===== src/rtl/core/hbrc_pkg.sv =====
`timescale 1ns / 1ps
`default_nettype none

package hbrc_pkg;

	// store geometry
	localparam int NUM_BINS    = 1024;
	localparam int COUNT_WIDTH = 32;
	localparam int ADDR_W      = $clog2(NUM_BINS);

	// value and bin index widths
	localparam int VAL_W = 16;
	localparam int IDX_W = 17;

	// query sum, saturating
	localparam int SUM_W = 42;
	localparam logic [SUM_W-1:0] SUM_MAX = '1;
	localparam int ACC_W = ((SUM_W > COUNT_WIDTH) ? SUM_W : COUNT_WIDTH) + 1;

	// request codes
	localparam logic [1:0] REQ_ADD   = 2'd0;
	localparam logic [1:0] REQ_QUERY = 2'd1;
	localparam logic [1:0] REQ_CLEAR = 2'd2;

	// configuration register indexes
	localparam int CFG_W = 2;
	localparam logic [CFG_W-1:0] CFG_MIN   = 2'd0;
	localparam logic [CFG_W-1:0] CFG_MAX   = 2'd1;
	localparam logic [CFG_W-1:0] CFG_WIDTH = 2'd2;

	// divider steps, one quotient bit each
	localparam int DIV_STEPS = VAL_W;
	localparam int DIV_CNT_W = $clog2(DIV_STEPS + 1);

	typedef struct packed {
		logic             start;
		logic [VAL_W-1:0] dividend;
		logic [VAL_W-1:0] divisor;
	} div_req_t;

	typedef struct packed {
		logic             done;
		logic [VAL_W-1:0] quotient;
	} div_rsp_t;

endpackage

`default_nettype wire


===== src/rtl/core/hbrc_div.sv =====
`timescale 1ns / 1ps
`default_nettype none

module hbrc_div (
	input  wire logic              clk,
	input  wire logic              arst_n,
	input  wire hbrc_pkg::div_req_t req,
	output hbrc_pkg::div_rsp_t     rsp
);

	logic [hbrc_pkg::VAL_W:0]           rem_q;
	logic [hbrc_pkg::VAL_W-1:0]         quo_q;
	logic [hbrc_pkg::VAL_W-1:0]         dvs_q;
	logic [hbrc_pkg::DIV_CNT_W-1:0]     cnt_q;
	logic                               busy_q;
	logic                               done_q;
	logic [hbrc_pkg::VAL_W:0]           shifted;
	logic [hbrc_pkg::VAL_W:0]           dvs_ext;
	logic                               fits;

	// one restoring step: shift in the next dividend bit, trial subtract
	always_comb begin
		shifted = {rem_q[hbrc_pkg::VAL_W-1:0], quo_q[hbrc_pkg::VAL_W-1]};
		dvs_ext = {1'b0, dvs_q};
		fits    = (shifted >= dvs_ext);
	end

	// step sequencing
	always_ff @(posedge clk or negedge arst_n) begin
		if (!arst_n) begin
			busy_q <= 1'b0;
			done_q <= 1'b0;
			cnt_q  <= '0;
		end else begin
			if (req.start) begin
				busy_q <= 1'b1;
				done_q <= 1'b0;
				cnt_q  <= hbrc_pkg::DIV_CNT_W'(hbrc_pkg::DIV_STEPS);
			end else if (busy_q) begin
				cnt_q  <= cnt_q - 1'b1;
				busy_q <= (cnt_q != hbrc_pkg::DIV_CNT_W'(1));
				done_q <= (cnt_q == hbrc_pkg::DIV_CNT_W'(1));
			end else begin
				done_q <= 1'b0;
			end
		end
	end

	// datapath
	always_ff @(posedge clk) begin
		if (req.start) begin
			rem_q <= '0;
			quo_q <= req.dividend;
			dvs_q <= req.divisor;
		end else if (busy_q) begin
			rem_q <= fits ? (shifted - dvs_ext) : shifted;
			quo_q <= {quo_q[hbrc_pkg::VAL_W-2:0], fits};
		end
	end

	assign rsp.done     = done_q;
	assign rsp.quotient = quo_q;

endmodule

`default_nettype wire


===== config.mk =====
export PLATFORM = sky130hd
export DESIGN_NAME = hbrc_div
export DESIGN_NICKNAME = d
export VERILOG_FILES = /design/src/rtl/core/hbrc_pkg.sv /design/src/rtl/core/hbrc_div.sv
export SDC_FILE = /design/constraint.sdc
export NUM_CORES = 1
export LEC_CHECK = 0
export ABC_AREA = 0
export BUFFER_PORTS_ARGS = -buffer_cell sky130_fd_sc_hd__buf_2
export CELL_PAD_IN_SITES_DETAIL_PLACEMENT = 0
export CELL_PAD_IN_SITES_GLOBAL_PLACEMENT = 2
export CORE_MARGIN = 3
export CORE_UTILIZATION = 29
export CTS_BUF_LIST = sky130_fd_sc_hd__clkbuf_8
export DETAILED_ROUTE_END_ITERATION = 10
export GPL_TIMING_DRIVEN = 0
export HOLD_SLACK_MARGIN = 0.02
export PLACE_DENSITY_LB_ADDON = 0.1
export SYNTH_ARGS = -nofsm -noshare
export SYNTH_HDL_FRONTEND = slang
export SYNTH_SLANG_ARGS = --single-unit

===== constraint.sdc =====
create_clock -name clk -period 2.65 [get_ports clk]
set_input_delay 0.53 -clock clk [delete_from_list [all_inputs] [get_ports clk]]
set_output_delay 0.53 -clock clk [all_outputs]
set_load 0.01 [all_outputs]

Word-level counts from Yosys, hierarchy flattened
Index checks and enable logic that the tools add are counted.

word-level totals
  word-level logic and storage cells = 21
  bits of input ports = 35
  output and inout port bits = 17
  flip-flop bits (word level) = 55

operators by class
  equality and inequality tests = 2
  reduce and logical (&&, ||, !) cells = 1
  magnitude comparators = 1
  muxes and demuxes = 9
  add/subtract/negate cells = 2

operator list
  cell                                                                    count
  16-bit two-way mux                                                      3
  17-bit by 16-bit >= comparator with 1-bit output                        1
  16-bit subtractor                                                       1
  5-bit two-way mux                                                       2
  5-bit by 1-bit equality test with 1-bit output (second input constant)  1
  5-bit by 1-bit != test with 1-bit output (second input constant)        1
  5-bit by 1-bit subtractor with 5-bit output (second input constant)     1
  1-bit two-way mux                                                       4
  2-bit nonzero test                                                      1

Logic depth before layout (Yosys ltp)
  depth in word-level cells = 3
  depth in mapped cells = 10
  depth with buffers taken out = 9

Least setup slack after synthesis
Ideal clock, no wire load.

  kind = register -> register
  start point = reg quo_q[15] (netlist name)
  end point = reg rem_q[10] (netlist name)
  setup time = 0.088 ns
  path slack = 0.279 ns
  clock period less this slack = 2.371 ns
  buffers on the path = 0
  required time = 2.562 ns
  cell stages (with the launch flop) = 10
  data arrival time = 2.283 ns
  cell sequence = edfxtp_1 -> inv_1 -> ha_1 -> fa_1 -> or2b_1 -> a211oi_1 -> nor2_1 -> mux2i_1 -> a211o_1 -> a311oi_2

on the way
  longest elaborated chain between the ends = 2
  elaborated cells between the ends (all ways) = 3
  those cells by class = add/sub (1); order compare (1); mux (1)

RTL lines
  item                                                                                          line                            text
  from (decl)                                                                                   hbrc_div.sv:12                  logic [hbrc_pkg::VAL_W-1:0] quo_q;
  from (signal assigned)                                                                        hbrc_div.sv:53                  quo_q <= req.dividend;
  from (signal assigned)                                                                        hbrc_div.sv:57                  quo_q <= {quo_q[hbrc_pkg::VAL_W-2:0], fits};
  16-bit subtractor / 17-bit by 16-bit >= comparator with 1-bit output (equally long branches)  hbrc_div.sv:56, hbrc_div.sv:25
  16-bit two-way mux (*)                                                                        hbrc_div.sv:56                  rem_q <= fits ? (shifted - dvs_ext) : shifted;
  to (signal assigned)                                                                          hbrc_div.sv:56
  to (decl)                                                                                     hbrc_div.sv:11                  logic [hbrc_pkg::VAL_W:0] rem_q;

Mark *: on every way between the ends. The rest lies on a longest branch, timed or not.
A chain may end at the register's enable or synchronous reset.

Worst setup path after layout
  start point = reg dvs_q[2] (netlist name)
  end point = reg rem_q[13] (netlist name)

on the way
  longest elaborated chain between the ends = 2
  elaborated cells between the ends (all ways) = 3
  those cells by class = add/sub (1); order compare (1); mux (1)

RTL lines
  item                                                                                          line                            text
  from (decl)                                                                                   hbrc_div.sv:13                  logic [hbrc_pkg::VAL_W-1:0] dvs_q;
  from (signal assigned)                                                                        hbrc_div.sv:54                  dvs_q <= req.divisor;
  16-bit subtractor / 17-bit by 16-bit >= comparator with 1-bit output (equally long branches)  hbrc_div.sv:56, hbrc_div.sv:25
  16-bit two-way mux (*)                                                                        hbrc_div.sv:56

Marks and branches as above.

==> impl_metrics.py <==
metrics = {
    "final_layout": {
        "final-seq-area_sq_um": 1456,
        "multi_input_area_sq_um": 1643,
        "area_delta_synth_final_pct": 19.00,
        "diodes": 0,
        "instances_no_fill": 513,
        "final_util": 0.3609,
        "fillers": 1061,
        "final_cell_area_sq_um": 3792,
        "finish.net_count": 430,
        "drive_above_1_share": 0.2599,
    },
    "timing": {
        "timing.fmax_mhz": 398.0,
        "tightest_slew_ns": 0.5964,
        "drv_slew": 0,
        "rsz0062_at_grt": "yes",
        "min_period_ns": 2.513,
        "hold_violations": 0,
        "setup_violations": 0,
        "slew_headroom": 0.6024,
        "skew_ns": 0.004647,
        "post-route-period-util": 0.9482,
    },
    "worst_hold_path": {
        "min_path_type": "in -> reg",
    },
    "floorplan": {
        "die-height_microns": 110.8,
        "num_rows": 37,
        "die_w_microns": 110.8,
        "initial_core_util": 0.3033,
        "ioPinCount": 52,
        "die_area_sq_um": 12280,
        "core_sq_um": 10510,
    },
    "routing": {
        "drt_iter0_drc": 93,
        "drc_errors": 0,
        "vias_per_cell": 4.926,
        "wire_per_inst_microns": 16.59,
        "vias": 2527,
        "final_antenna_net_count": 0,
        "firstDrtPassIters": 4,
        "routed_wl_microns": 8510,
    },
    "setup_path": {
        "worst_ep_required_time_ns": 2.87,
        "worst_setup_path_end_kind": "register",
        "reg2reg_setup_slack_ns": 0.14,
        "critPathMaxStageDelay_ns": 0.41,
        "worst-path-max-fanout": 10,
        "criticalPathCategory": "reg -> reg",
        "arrival_ns": 2.73,
        "startpoint_type": "register",
        "cp_slowest_cell": "ha_2",
        "cp_cell_sequence": "inv_1 > ha_2 > o211ai_2 > a21o_1 > a211o_1 > a211o_2 > clkbuf_4 > a31oi_1 > o31ai_1",
    },
    "yosys": {
        "ys_ff_latch": 55,
        "synth.distinct_cells": 54,
        "syn_avg_cell_area_sq_um": 10.08,
        "syn-instance-count": 316,
        "synth_edf_count": 32,
        "synth_nets": 370,
        "synth_flop_cell": "edfxtp_1",
        "yosysWarnings": 0,
        "synth_seq_area_share": 0.4570,
        "synthArstFlopShare": 0.1273,
        "syn_area_sq_um": 3187,
    },
    "power": {
        "clkPwrFrac": 0.154,
        "internal-power_mw": 1.923,
        "p_leak_nw": 1.571,
        "sw_frac_of_total": 0.4111,
        "seq_power_share": 0.382,
        "p_sw_mw": 1.343,
        "peakVddDrop_mv": 0.3006,
        "cellPowerDensity_nw_per_um2": 861.1,
        "p_comb_frac": 0.464,
    },
    "cts": {
        "clkSlewWorstSetupHoldPaths_ns": 0.11,
        "tritoncts": "built",
        "cts_buffer_depth": 2,
        "numCtsBuffers": 5,
        "ctsRootBufferMaster": "clkbuf_8",
        "clk_latency_ns": 0.34,
        "htreeDepth": 2,
        "clkSinkCount": 55,
    },
    "place": {
        "portBuffers": 51,
        "dp.cells": 503,
        "postPlaceCellArea_sq_um": 3612,
        "dp_hpwl_microns": 6402,
        "gp_congestion": 0.7799,
    },
    "grt": {
        "grt_pass1_vias": 2538,
        "overflow": 0,
        "grt_pass1_wl_microns": 13780,
        "grt_max_degree": 18,
        "grtUsageTotal": 0.1426,
        "antenna_found_initial": 0,
    },
    "job": {
        "drv_cap": 0,
    },
    "run_status": {
        "status": "completed",
    },
}
cell type report:
type | instances | area share
Buffer | 14 | 0.01650
Clock buffer | 5 | 0.01815
Clock inverter | 3 | 0.005279
Inverter | 21 | 0.02079
Multi-Input combinational cell | 225 | 0.4332
Sequential cell | 55 | 0.3840
Tap cell | 136 | 0.04487
Timing Repair Buffer | 54 | 0.07720
through the flow:
step / TNS, ns / power (mW) / setup slack [ns] / hold slack [ns]
after floorplan: 0 / 2.296 / 0.2786 / 0.2344
after global placement: -2.253 / 2.724 / -0.1851 / 0.3741
after detailed placement: -1.834 / 2.717 / -0.1798 / 0.3755
after CTS: 0 / 3.255 / 0.004910 / 0.3458
after global routing: -0.03227 / 3.525 / -0.01423 / 0.3416
final: 0 / 3.266 / 0.1374 / 0.3599
cell usage after synthesis (all sizes together) (7+ instances only):
master  count  area share
dfrtp       7       0.055
clkbuf     12       0.015
nor2       33       0.040
edfxtp     32        0.30
a311oi      9       0.027
mux2       16       0.057
nand2      19       0.022
o21ai      17       0.027
xnor2      11       0.030
a21o        7       0.016
a21oi      20       0.031
ha         18       0.071
dfxtp      16        0.10
nand3      12       0.019
inv        21       0.025
routing by layer:
| metal | vias up | wire length, microns | share of wire | GRT usage |
|---|---|---|---|---|
| met2 | 35 | 3897 | 0.46 | 0.2189 |
| met3 | 5 | 321 | 0.038 | 0.03548 |
| met4 | 0 | 85 | 0.010 | 0.03202 |
| met5 | - | 0 | 0 | 0 |
| met1 | 1204 | 4207 | 0.49 | 0.2026 |
| li1 | 1283 | - | - | - |
cell usage in the layout, fill, tap and decap left out, drive strengths merged, types with 2 or more instances in the layout:
cell type	n
a2111oi	2
a211oi	6
a211o	4
inv	23
or3	4
a31oi	6
dfxtp	16
ha	18
nand2	19
a311oi	9
clkbuf	17
o21ai	17
edfxtp	32
o31ai	4
a21o	7
nor2	33
nand3	12
dfrtp	7
a21oi	20
mux2	16
xor2	3
buf	55
nor3b	5
nand2b	5
o211ai	4
xnor2	11
critical path, delay by kind of cell (launching register included):
family | cells | cell delay [ns]
fa+ha+maj | 1 | 0.41
flops | 1 | 0.34
buf+inv | 2 | 0.28
compound gates | 6 | 1.37
power by group through the flow:
stage	Sequential (mW)	Clock (mW)	Combinational, mW
2_1_floorplan	1.25	0	1.05
3_3_place_gp	1.27	0	1.45
3_5_place_dp	1.27	0	1.45
4_1_cts	1.25	0.525	1.48
5_1_grt	1.27	0.551	1.70
6_report	1.25	0.503	1.52
flip-flops by register name (all words and copies together), names as in the netlist:
register  count
done_q        1
busy_q        1
cnt_q         5
dvs_q        16
rem_q        16
quo_q        16
what timing repair did:
item	CTS	global route
endpoints found under the setup margin	15	15
hold buffers	1	0
buffers inserted	0	2
resized for setup	4	13
pin swaps	0	2
hold endpoints to repair	7	0
final timing paths:
path,startpoint,to,depth (start not counted)
worst max-delay path,dvs_q[2],rem_q[13],9
worst min-delay path,req[9],dvs_q[9],1
worst max register to register,dvs_q[2],rem_q[13],9
worst min register to register,rem_q[1],rem_q[2],2
max in group asynchronous,arst_n,cnt_q[4],2
min in group asynchronous,arst_n,cnt_q[3],2
logic make-up after synthesis:
group | count (synthesis) | synth area share
simple gates | 88 | 0.1343
compound gates | 87 | 0.1892
flops | 55 | 0.4570
buf+inv | 36 | 0.04436
fa+ha+maj | 19 | 0.07695
mux | 17 | 0.05968
xor+xnor | 14 | 0.03848
Note: power is estimated with default switching activity, not from simulation.
